<file path="src/rtl/smhm_pkg.sv">
// Shared constants, types and helpers for the sliding minimum Hamming matcher.
// No dependencies; every other file in rtl imports this package.
`timescale 1ns / 1ps

package smhm_pkg;

   // Sizing of the window and the position counter
   localparam int MAX_PATTERN   = 32;
   localparam int POSITION_BITS = 24;
   localparam int IDX_BITS      = $clog2(MAX_PATTERN);
   localparam int COUNT_BITS    = $clog2(MAX_PATTERN + 1);

   // Fixed field widths
   localparam int BASE_BITS     = 3;
   localparam int LEN_BITS      = 6;
   localparam int START_BITS    = 24;
   localparam int MIN_BITS      = 6;
   localparam int PATTERN_BITS  = 64;

   // Mismatch count tree: groups of cells summed in the first level
   localparam int GROUP_SIZE    = 4;
   localparam int GROUPS        = MAX_PATTERN / GROUP_SIZE;
   localparam int GROUP_BITS    = $clog2(GROUP_SIZE + 1);

   // Register file: 64-bit data, one register every 8 bytes
   localparam int CSR_DATA_BITS = 64;
   localparam int CSR_ADDR_BITS = 5;
   localparam int CSR_SEL_BITS  = 2;

   localparam logic [CSR_SEL_BITS-1:0] REG_PATTERN  = 2'd0;
   localparam logic [CSR_SEL_BITS-1:0] REG_LENGTH   = 2'd1;
   localparam logic [CSR_SEL_BITS-1:0] REG_DISTANCE = 2'd2;

   localparam logic [LEN_BITS-1:0]     LENGTH_RESET   = 6'd20;
   localparam logic [LEN_BITS-1:0]     DISTANCE_RESET = 6'd5;

   // Base code for any character outside A, C, G, T
   localparam logic [BASE_BITS-1:0]    CODE_OTHER = 3'd4;

   // Configuration as seen by the datapath
   typedef struct packed {
      logic [PATTERN_BITS-1:0] pattern_bases;
      logic [LEN_BITS-1:0]     pattern_length;
      logic [LEN_BITS-1:0]     report_distance;
      logic                    length_write;
      logic [LEN_BITS-1:0]     length_value;
   } cfg_type;

   // Per-cell control from the top level
   typedef struct packed {
      logic       shift;
      logic       active;
      logic [1:0] pat_base;
   } cell_ctrl_type;

   // Clamp the programmed length into 1..MAX_PATTERN
   function automatic logic [LEN_BITS-1:0] eff_len(input logic [LEN_BITS-1:0] len);
      logic [LEN_BITS-1:0] res;
      res = len;
      if (len == '0) begin
         res = LEN_BITS'(1);
      end else if (int'(len) > MAX_PATTERN) begin
         res = LEN_BITS'(MAX_PATTERN);
      end
      return res;
   endfunction

endpackage

</file>
<file path="src/rtl/sliding_min_hamming_matcher.sv">
// Top level of the sliding minimum Hamming matcher: cell row, count tree, result stage.
// Depends on smhm_pkg, smhm_cell and smhm_csr.
`timescale 1ns / 1ps

// The block takes one base per beat and can accept a new base in every cycle
// that req_stall is low; a result passes the cell row, the group-sum stage and
// the output register to reach the rsp_ side. The window is a row of 32 cells that
// shift by one place on each accepted beat and flag their own mismatch against
// the aligned pattern base; the flags are then summed by a two-level registered
// adder tree, and the last stage keeps the running minimum and the exact-match
// flag. A base that gives no result (no report, not the last base) leaves no
// beat on the rsp_ side. The output register lets bases keep flowing while a
// result waits; req_stall rises only when the pipeline is full behind a stalled
// result. Registers should be written only while no base is in flight.
module sliding_min_hamming_matcher (
   input  logic                                clock,
   input  logic                                reset,
   // Input channel
   input  logic                                req_valid,
   output logic                                req_stall,
   input  logic [smhm_pkg::BASE_BITS-1:0]      req_base_code,
   input  logic                                req_seq_end,
   // Result channel
   output logic                                rsp_valid,
   input  logic                                rsp_stall,
   output logic                                rsp_report_valid,
   output logic [smhm_pkg::START_BITS-1:0]     rsp_window_start,
   output logic                                rsp_final_valid,
   output logic [smhm_pkg::MIN_BITS-1:0]       rsp_min_mismatch,
   // Configuration port
   input  logic                                csr_psel,
   input  logic                                csr_penable,
   input  logic                                csr_pwrite,
   input  logic [smhm_pkg::CSR_ADDR_BITS-1:0]  csr_paddr,
   input  logic [smhm_pkg::CSR_DATA_BITS-1:0]  csr_pwdata,
   output logic [smhm_pkg::CSR_DATA_BITS-1:0]  csr_prdata,
   output logic                                csr_pready
);
   import smhm_pkg::*;

   cfg_type                 cfg;
   logic [LEN_BITS-1:0]     len_eff;
   logic                    accept;
   logic [BASE_BITS-1:0]    code;

   // Front: sequence position and fill level
   logic [COUNT_BITS-1:0]   fill_ff, fill_in, fill_next;
   logic [POSITION_BITS-1:0] pos_ff, pos_in, start_now;

   // Cell row
   logic [BASE_BITS-1:0]    chain [MAX_PATTERN];
   logic [MAX_PATTERN-1:0]  miss_vec;

   // Stage 1 control (mismatch flags live in the cells)
   logic                    s1_valid_ff, s1_valid_in;
   logic                    s1_elig_ff, s1_last_ff;
   logic [POSITION_BITS-1:0] s1_start_ff;

   // Stage 2: group sums
   logic                    s2_valid_ff, s2_valid_in;
   logic                    s2_elig_ff, s2_last_ff;
   logic [POSITION_BITS-1:0] s2_start_ff;
   logic [GROUP_BITS-1:0]   s2_sum_ff [GROUPS];
   logic [GROUP_BITS-1:0]   s2_sum_in [GROUPS];

   // Result stage state
   logic [COUNT_BITS-1:0]   best_ff, best_in, best_cand, total;
   logic                    exact_ff, exact_in;
   logic                    examine, report, has_result;
   logic [POSITION_BITS+START_BITS-1:0] start_wide;

   // Output register
   logic                    rsp_valid_ff, rsp_valid_in;
   logic                    rsp_report_ff, rsp_final_ff;
   logic [START_BITS-1:0]   rsp_start_ff;
   logic [MIN_BITS-1:0]     rsp_min_ff;

   // Flow control
   logic                    out_ready, s2_leave, s2_ready, s1_ready, s1_move;

   smhm_csr u_csr (
      .clock       (clock),
      .reset       (reset),
      .csr_psel    (csr_psel),
      .csr_penable (csr_penable),
      .csr_pwrite  (csr_pwrite),
      .csr_paddr   (csr_paddr),
      .csr_pwdata  (csr_pwdata),
      .csr_prdata  (csr_prdata),
      .csr_pready  (csr_pready),
      .cfg         (cfg)
   );

   assign len_eff = eff_len(cfg.pattern_length);

   // Handshakes along the pipe
   assign out_ready  = !rsp_valid_ff || !rsp_stall;
   assign s2_leave   = s2_valid_ff && (!has_result || out_ready);
   assign s2_ready   = !s2_valid_ff || s2_leave;
   assign s1_ready   = !s1_valid_ff || s2_ready;
   assign s1_move    = s1_valid_ff && s2_ready;
   assign req_stall  = !s1_ready;
   assign accept     = req_valid && s1_ready;

   // Fold unused codes onto the "other" code
   assign code = (req_base_code > CODE_OTHER) ? CODE_OTHER : req_base_code;

   // Track fill level and position; restart both after the last base
   always_comb begin
      fill_next = (int'(fill_ff) == MAX_PATTERN) ? fill_ff : fill_ff + COUNT_BITS'(1);
      start_now = pos_ff - POSITION_BITS'(len_eff) + POSITION_BITS'(1);
      fill_in   = fill_ff;
      pos_in    = pos_ff;
      if (accept) begin
         fill_in = req_seq_end ? '0 : fill_next;
         pos_in  = req_seq_end ? '0 : pos_ff + POSITION_BITS'(1);
      end
   end

   always_ff @(posedge clock) begin
      if (reset) begin
         fill_ff <= '0;
         pos_ff  <= '0;
      end else begin
         fill_ff <= fill_in;
         pos_ff  <= pos_in;
      end
   end

   // Row of cells: cell k holds the base k places back from the newest
   for (genvar k = 0; k < MAX_PATTERN; k++) begin : g_cell
      cell_ctrl_type           ctrl;
      logic [BASE_BITS-1:0]    base_in;
      logic [LEN_BITS-1:0]     pat_idx;

      assign pat_idx       = len_eff - LEN_BITS'(k + 1);
      assign ctrl.shift    = accept;
      assign ctrl.active   = LEN_BITS'(k) < len_eff;
      assign ctrl.pat_base = cfg.pattern_bases[{pat_idx[IDX_BITS-1:0], 1'b0} +: 2];

      if (k == 0) begin : g_head
         assign base_in = code;
      end else begin : g_body
         assign base_in = chain[k-1];
      end

      smhm_cell u_cell (
         .clock    (clock),
         .ctrl     (ctrl),
         .base_in  (base_in),
         .base_out (chain[k]),
         .miss     (miss_vec[k])
      );
   end

   // Stage 1 control travels with the cell flags
   always_comb begin
      s1_valid_in = s1_valid_ff;
      if (accept) begin
         s1_valid_in = 1'b1;
      end else if (s2_ready) begin
         s1_valid_in = 1'b0;
      end
   end

   always_ff @(posedge clock) begin
      if (reset) begin
         s1_valid_ff <= 1'b0;
      end else begin
         s1_valid_ff <= s1_valid_in;
      end
   end

   always_ff @(posedge clock) begin
      if (accept) begin
         s1_elig_ff  <= fill_next >= COUNT_BITS'(len_eff);
         s1_last_ff  <= req_seq_end;
         s1_start_ff <= start_now;
      end
   end

   // First adder level: count flags in each group
   always_comb begin
      for (int g = 0; g < GROUPS; g++) begin
         s2_sum_in[g] = '0;
         for (int b = 0; b < GROUP_SIZE; b++) begin
            s2_sum_in[g] = s2_sum_in[g] + GROUP_BITS'(miss_vec[g*GROUP_SIZE + b]);
         end
      end
   end

   always_comb begin
      s2_valid_in = s2_valid_ff;
      if (s1_move) begin
         s2_valid_in = 1'b1;
      end else if (s2_leave) begin
         s2_valid_in = 1'b0;
      end
   end

   always_ff @(posedge clock) begin
      if (reset) begin
         s2_valid_ff <= 1'b0;
      end else begin
         s2_valid_ff <= s2_valid_in;
      end
   end

   always_ff @(posedge clock) begin
      if (s1_move) begin
         s2_sum_ff   <= s2_sum_in;
         s2_elig_ff  <= s1_elig_ff;
         s2_last_ff  <= s1_last_ff;
         s2_start_ff <= s1_start_ff;
      end
   end

   // Second adder level, then minimum, report check and exact-match flag
   always_comb begin
      total = '0;
      for (int g = 0; g < GROUPS; g++) begin
         total = total + COUNT_BITS'(s2_sum_ff[g]);
      end
      examine    = s2_elig_ff && !exact_ff;
      report     = examine && (LEN_BITS'(total) == cfg.report_distance);
      best_cand  = (examine && (total < best_ff)) ? total : best_ff;
      has_result = report || s2_last_ff;
      start_wide = {{START_BITS{1'b0}}, s2_start_ff};
   end

   always_comb begin
      best_in  = best_ff;
      exact_in = exact_ff;
      if (cfg.length_write) begin
         best_in = COUNT_BITS'(eff_len(cfg.length_value));
      end else if (s2_leave) begin
         if (s2_last_ff) begin
            best_in  = COUNT_BITS'(len_eff);
            exact_in = 1'b0;
         end else begin
            best_in  = best_cand;
            exact_in = exact_ff || (examine && (best_cand == '0));
         end
      end
   end

   always_ff @(posedge clock) begin
      if (reset) begin
         best_ff  <= COUNT_BITS'(LENGTH_RESET);
         exact_ff <= 1'b0;
      end else begin
         best_ff  <= best_in;
         exact_ff <= exact_in;
      end
   end

   // Output register: load a result beat, drop it once taken
   always_comb begin
      rsp_valid_in = rsp_valid_ff;
      if (s2_leave && has_result) begin
         rsp_valid_in = 1'b1;
      end else if (!rsp_stall) begin
         rsp_valid_in = 1'b0;
      end
   end

   always_ff @(posedge clock) begin
      if (reset) begin
         rsp_valid_ff <= 1'b0;
      end else begin
         rsp_valid_ff <= rsp_valid_in;
      end
   end

   always_ff @(posedge clock) begin
      if (s2_leave && has_result) begin
         rsp_report_ff <= report;
         rsp_start_ff  <= report ? start_wide[START_BITS-1:0] : '0;
         rsp_final_ff  <= s2_last_ff;
         rsp_min_ff    <= s2_last_ff ? MIN_BITS'(best_cand) : '0;
      end
   end

   assign rsp_valid        = rsp_valid_ff;
   assign rsp_report_valid = rsp_report_ff;
   assign rsp_window_start = rsp_start_ff;
   assign rsp_final_valid  = rsp_final_ff;
   assign rsp_min_mismatch = rsp_min_ff;

endmodule

</file>
<file path="src/rtl/smhm_cell.sv">
// One window cell: holds one base of the sliding window and its mismatch flag.
// Depends on smhm_pkg.
`timescale 1ns / 1ps

module smhm_cell (
   input  logic                              clock,
   input  smhm_pkg::cell_ctrl_type           ctrl,
   input  logic [smhm_pkg::BASE_BITS-1:0]    base_in,
   output logic [smhm_pkg::BASE_BITS-1:0]    base_out,
   output logic                              miss
);
   import smhm_pkg::*;

   logic [BASE_BITS-1:0] base_ff;
   logic                 miss_ff;
   logic                 miss_in;

   // Compare the base arriving this beat against the aligned pattern base
   assign miss_in = ctrl.active && (base_in != {1'b0, ctrl.pat_base});

   // Advance the window by one place on every accepted beat
   always_ff @(posedge clock) begin
      if (ctrl.shift) begin
         base_ff <= base_in;
         miss_ff <= miss_in;
      end
   end

   assign base_out = base_ff;
   assign miss     = miss_ff;

endmodule

</file>
<file path="src/rtl/smhm_csr.sv">
// Configuration register file behind a simple APB-style port.
// Depends on smhm_pkg.
`timescale 1ns / 1ps

module smhm_csr (
   input  logic                                clock,
   input  logic                                reset,
   input  logic                                csr_psel,
   input  logic                                csr_penable,
   input  logic                                csr_pwrite,
   input  logic [smhm_pkg::CSR_ADDR_BITS-1:0]  csr_paddr,
   input  logic [smhm_pkg::CSR_DATA_BITS-1:0]  csr_pwdata,
   output logic [smhm_pkg::CSR_DATA_BITS-1:0]  csr_prdata,
   output logic                                csr_pready,
   output smhm_pkg::cfg_type                   cfg
);
   import smhm_pkg::*;

   logic [PATTERN_BITS-1:0] pattern_ff;
   logic [LEN_BITS-1:0]     length_ff;
   logic [LEN_BITS-1:0]     distance_ff;
   logic                    wr;
   logic [CSR_SEL_BITS-1:0] sel;

   assign csr_pready = 1'b1;
   assign wr  = csr_psel && csr_penable && csr_pwrite;
   assign sel = csr_paddr[CSR_ADDR_BITS-1:3];

   // Write the selected register in the access phase
   always_ff @(posedge clock) begin
      if (reset) begin
         pattern_ff  <= '0;
         length_ff   <= LENGTH_RESET;
         distance_ff <= DISTANCE_RESET;
      end else if (wr) begin
         unique case (sel)
            REG_PATTERN:  pattern_ff  <= csr_pwdata[PATTERN_BITS-1:0];
            REG_LENGTH:   length_ff   <= csr_pwdata[LEN_BITS-1:0];
            REG_DISTANCE: distance_ff <= csr_pwdata[LEN_BITS-1:0];
            default: ;
         endcase
      end
   end

   // Read back the selected register
   always_comb begin
      unique case (sel)
         REG_PATTERN:  csr_prdata = CSR_DATA_BITS'(pattern_ff);
         REG_LENGTH:   csr_prdata = CSR_DATA_BITS'(length_ff);
         REG_DISTANCE: csr_prdata = CSR_DATA_BITS'(distance_ff);
         default:      csr_prdata = '0;
      endcase
   end

   assign cfg.pattern_bases   = pattern_ff;
   assign cfg.pattern_length  = length_ff;
   assign cfg.report_distance = distance_ff;
   assign cfg.length_write    = wr && (sel == REG_LENGTH);
   assign cfg.length_value    = csr_pwdata[LEN_BITS-1:0];

endmodule

</file>
<file path="config.mk">
export PLATFORM = sky130hd
export DESIGN_NAME = sliding_min_hamming_matcher
export DESIGN_NICKNAME = d
export VERILOG_FILES = /design/src/rtl/smhm_pkg.sv /design/src/rtl/sliding_min_hamming_matcher.sv /design/src/rtl/smhm_cell.sv /design/src/rtl/smhm_csr.sv
export SDC_FILE = /design/constraint.sdc
export NUM_CORES = 1
export LEC_CHECK = 0
export BUFFER_PORTS_ARGS = -buffer_cell sky130_fd_sc_hd__buf_2
export CAP_MARGIN = 20
export CELL_PAD_IN_SITES_DETAIL_PLACEMENT = 0
export CELL_PAD_IN_SITES_GLOBAL_PLACEMENT = 2
export CORE_UTILIZATION = 44
export CTS_BUF_LIST = sky130_fd_sc_hd__clkbuf_8
export CTS_CLUSTER_DIAMETER = 40
export DETAILED_ROUTE_END_ITERATION = 12
export GPL_ROUTABILITY_DRIVEN = 1
export PLACE_DENSITY_LB_ADDON = 0.1
export SYNTH_ARGS = -nofsm -noshare
export SYNTH_HDL_FRONTEND = slang
export SYNTH_HIERARCHICAL = 1
export SYNTH_SLANG_ARGS = --single-unit
</file>
<file path="constraint.sdc">
create_clock -name clock -period 11.55 [get_ports clock]
set_input_delay 1.155 -clock clock [delete_from_list [all_inputs] [get_ports clock]]
set_output_delay 1.155 -clock clock [all_outputs]
set_load 0.02 [all_outputs]
</file>
Word-level counts from Yosys, hierarchy flattened. Cells that the tools add are included.

$add $sub $neg: 67. Magnitude comparators: 37. Eq/ne operators: 37. Shift-type cells: 32. Multiplexer cells: 20. Bitwise operators: 1. Reduce and logical (&&, ||, !) cells: 67.

Operators with widths (count): $shiftx A64 B7 Y2 (32); $pmux W64 S3 (1); $lt A5 B6 Y1 const A (16); $ne A3 B2 Y1 (32); $sub A5 B5 Y5 const B (16); $mux W6 (10); $add A24 B1 Y24 const B (2); $lt A4 B6 Y1 const A (8); $logic_and A1 B1 Y1 (43); $sub A5 B4 Y5 const B (8); $add A2 B1 Y3 (8); $add A3 B1 Y3 (8); $add A6 B3 Y6 (4); $lt A3 B6 Y1 const A (4); $mux W24 (1); $sub A24 B6 Y24 (1); $sub A5 B3 Y5 const B (4); $logic_not A6 Y1 (3); $add A1 B1 Y2 (8); $gt A6 B6 Y1 const B (2); $lt A1 B6 Y1 const A (2); $lt A2 B6 Y1 const A (2); $sub A5 B1 Y5 const B (2); $sub A5 B2 Y5 const B (2); 20 further kinds (42).

Bits in registers: 349. Input port bits: 80. Output and inout port bits: 99. Logic and storage cells: 352.

Longest topological paths before layout.
Word-level depth: 17. Mapped depth: 21.

By module. Netlist, hierarchy kept.

By module, submodules not included: sliding_min_hamming_matcher (times used 1, cells each 1481, area each 13550.5 µm²); smhm_cell (times used 32, cells each 7, area each 146.4 µm²); smhm_csr (times used 1, cells each 419, area each 3926.3 µm²).

Worst setup path before layout. OpenSTA, ideal clock, no wires.

Path type: reg2reg. Start point: register s2_sum_ff[2] (netlist bit). End point: register g_cell[0].u_cell.base_ff[0], enable pin. Setup time: 510 ps. Arrival time: 7099 ps. Path slack: 3941 ps. Stages on the path, launching flop included: 14. Clock period less this slack: 7609 ps. Cell sequence: edfxtp_1 > fa_1 > fa_1 > fa_1 > fa_1 > ha_1 > inv_1 > fa_1 > xor3_1 > nor4b_1 > o211ai_1 > o211ai_1 > clkbuf_1 > inv_1.

Longest elaborated chain between the ends: 10.

RTL lines: start: declaration (RTL line sliding_min_hamming_matcher.sv:63) `logic [GROUP_BITS-1:0] s2_sum_ff [GROUPS];`; start signal: assignment (RTL line sliding_min_hamming_matcher.sv:211) `s2_sum_ff <= s2_sum_in;`; $add A6 B3 Y6 (RTL line sliding_min_hamming_matcher.sv:222) `total = total + COUNT_BITS'(s2_sum_ff[g]);`; $eq A6 B6 Y1 (RTL line sliding_min_hamming_matcher.sv:225) `report = examine && (LEN_BITS'(total) == cfg.report_distance);`; $logic_and A1 B1 Y1 (RTL line sliding_min_hamming_matcher.sv:225); $logic_or A1 B1 Y1 (RTL line sliding_min_hamming_matcher.sv:227) `has_result = report || s2_last_ff;`; $logic_not A1 Y1 (RTL line sliding_min_hamming_matcher.sv:98) `assign s2_leave = s2_valid_ff && (!has_result || out_ready);`; $logic_or A1 B1 Y1 (RTL line sliding_min_hamming_matcher.sv:98); $logic_and A1 B1 Y1 (RTL line sliding_min_hamming_matcher.sv:98); $logic_or A1 B1 Y1 (RTL line sliding_min_hamming_matcher.sv:99) `assign s2_ready = !s2_valid_ff || s2_leave;`; $logic_or A1 B1 Y1 (RTL line sliding_min_hamming_matcher.sv:100) `assign s1_ready = !s1_valid_ff || s2_ready;`; $logic_and A1 B1 Y1 (RTL line sliding_min_hamming_matcher.sv:103) `assign accept = req_valid && s1_ready;`; via accept (RTL line sliding_min_hamming_matcher.sv:43) `logic accept;`; end signal: assignment (RTL line smhm_cell.sv:24) `base_ff <= base_in;`; end: declaration (RTL line smhm_cell.sv:14) `logic [BASE_BITS-1:0] base_ff;`.

The timed path passes the listed nets, and every way through them passes these cells. A chain may end at the register's enable or synchronous reset.

Worst setup path after layout.
Start point: register s2_sum_ff[2] (netlist bit). End point: output port req_stall.

Longest elaborated chain between the ends: 10.

RTL lines: $add A6 B3 Y6 (RTL line sliding_min_hamming_matcher.sv:222); $eq A6 B6 Y1 (RTL line sliding_min_hamming_matcher.sv:225); $logic_and A1 B1 Y1 (RTL line sliding_min_hamming_matcher.sv:225); $logic_or A1 B1 Y1 (RTL line sliding_min_hamming_matcher.sv:227); $logic_not A1 Y1 (RTL line sliding_min_hamming_matcher.sv:98); $logic_or A1 B1 Y1 (RTL line sliding_min_hamming_matcher.sv:98); $logic_and A1 B1 Y1 (RTL line sliding_min_hamming_matcher.sv:98); $logic_or A1 B1 Y1 (RTL line sliding_min_hamming_matcher.sv:99); $logic_or A1 B1 Y1 (RTL line sliding_min_hamming_matcher.sv:100); $logic_not A1 Y1 (RTL line sliding_min_hamming_matcher.sv:102) `assign req_stall = !s1_ready;`; end: declaration (RTL line sliding_min_hamming_matcher.sv:20) `output logic req_stall,`.

Every way passes these cells.

==> key figures <==
Clock network
  • Worst-path clk slew: 0.05 ns
  • PostCTS Resize Cnt: 0
  • Clock buffer depth: 3
  • CTS Sinks: around 350
  • H-tree depth: 3
  • TritonCTS clock tree: yes
  • CTS Buf Count: 71
  • Clock Root Buffer: clkbuf_8
  • Post-CTS setup buffers: 0
  • Worst-Skew Late Latency: roughly 0.66 ns
  • Cts hold-fix bufs: 0

Global route
  • Gr usage total: 26.5%
  • Gr ovfl total: 0
  • GR Layer Usage met3: 5.06%
  • Antenna violations before repair: 1
  • Global-route wire length before repair: 101000 µm
  • Vias in the first global route: 16200
  • Largest net degree at the start of global routing: 138
  • Met2 Track Usage GR: 38.8%
  • Top Usage Layer GRT: met1
  • Grt met1 use: 39.3%

Drt
  • Drt pass-1 iters: 6
  • Routed len/inst: ~22 µm
  • WL final: 67000 µm
  • ANT nets after route: 0
  • Avg Vias per Cell: 5.69
  • Vias: 17000
  • DRC: 0
  • Initial DRC Count: roughly 1500

Power
  • Max VDD drop: 128 µV
  • Design Power: ~3.6 mW
  • Leakage: 10.0 nW
  • Cell Pwr Density: 143 nW/µm²

STA
  • Slew headroom: 25.9%
  • Fmax achieved: 155 MHz
  • Max-slew violations: 0
  • Tcrit/Tclk final: a little under three fifths
  • Worst-margin pin slew: ~1.1 ns
  • TNS Setup: 0 ns
  • Minimum clock period after layout: 6.46 ns
  • RSZ-0062 raised after global routing: false
  • Max Clock Skew: 0.0440 ns
  • Final Hold Fails: 0
  • Min Hold Slack: 0.412 ns
  • Final setup vio count: 0

Worst setup path
  • Worst path arrival time: 5.30 ns
  • CP Max Fanout: 4
  • Crit Path Category: reg2out
  • Critical path required time: approximately 10 ns
  • Endpoint class of the critical path: output port
  • Startpoint types: flop

Floorplan
  • Core area: between 40000 and 50000 µm²
  • Rows: 81
  • Die X: between 200 and 250 µm
  • Die Height: 226 µm
  • I/O pin total: 179
  • Die area: 51100 µm²
  • Initial Util: about 45%

Placement
  • IO buf count: 174
  • Placed Cells: between 2000 and 3000
  • DP HPWL: 48400 µm
  • RePlAce Congestion: 0.917

Cells and area
  • Share of cells above drive strength 1: 17.0%
  • Fin util: 50.8%
  • Synth-to-Final Area Change: 13.4%
  • Final net count: about 2500
  • Post-Layout Cell Count: 2992
  • Commonest non-fill, non-tap cell in the layout: edfxtp_1
  • Most frequent cells in the layout: edfxtp_1 (233), buf_2 (173), inv_1 (161), mux2i_1 (156), nand2b_1 (145)

Run status
  • Status: finished clean

Hold path
  • Hold Crit Class: reg2reg

Synth
  • Netlist Area Pre-Place: 22100 µm²
  • Yosys warns: 6
  • Net Count, Synth: 2320
  • Syn Area/Cell: about 10 µm²
  • Cell count after synthesis: 2121

Flow run
  • Max Cap Violations: 0
[worst max-delay path: stages, from the launching register on]
cell	delay, ns
edfxtp_1	0.40
fa_1	0.53
fa_1	0.55
fa_1	0.54
fa_1	0.59
ha_1	0.17
inv_1	0.05
fa_1	0.72
xnor2_1	0.16
nor4b_1	0.33
o211ai_1	0.16
o21ai_0	0.10
buf_4	0.18
buf_2	0.17
[layer usage]
metal | routed length, µm | share of wire (%) | vias up
met5 | 13 | 0.019 | -
met3 | 4580 | 6.8 | 91
li1 | - | - | 7994
met4 | 1440 | 2.1 | 2
met2 | 28700 | 43 | 614
met1 | 32300 | 48 | 8338
[through the flow]
stage               cell area (µm²)  setup WS [ns]
floorplan                     22100           4.00
global placement              23400           5.22
detailed placement            23400           5.14
CTS                           25000           5.01
global route                  25000           4.85
finish                        25000           5.09
[sequential cells by signal, indices dropped and copies added (netlist names), 6 cells and up]
name,count
g_cell.u_cell/base_out,93
u_csr/pattern_ff,64
g_cell.u_cell/miss,32
pos_ff,24
rsp_window_start,24
s1_start_ff,24
s2_start_ff,24
s2_sum_ff,24
best_ff,6
fill_ff,6
rsp_min_mismatch,6
u_csr/distance_ff,6
u_csr/length_ff,6
[where the power goes]
part	total, mW	internal [mW]	switching, mW
Clock	1.45	0.863	0.582
Combinational	0.710	0.270	0.440
Sequential	1.42	1.39	0.0263
[area by class of cell]
class / count / area, µm²
repair buffers: 203 / 1090
diodes: 2 / 5.00
flip-flops and latches: 349 / 9320
well taps: 664 / 831
fillers: 4529 / 24200
clock inverters: 52 / 551
inverters: 154 / 583
clock buffers: 76 / 1050
multi-input cells: 1492 / 11600
[path summary, 6_finish.rpt]
path	cells after the start	to	slack, ns	startpoint
min	0	s2_start_ff[6]	0.41	s1_start_ff[6]
min reg2reg	0	s2_start_ff[6]	0.41	s1_start_ff[6]
max	13	req_stall	5.09	s2_sum_ff[2]
max reg2reg	14	g_cell[29].u_cell/base_out[1]	5.16	s2_sum_ff[2]
Power figures use the tool's default switching activity.
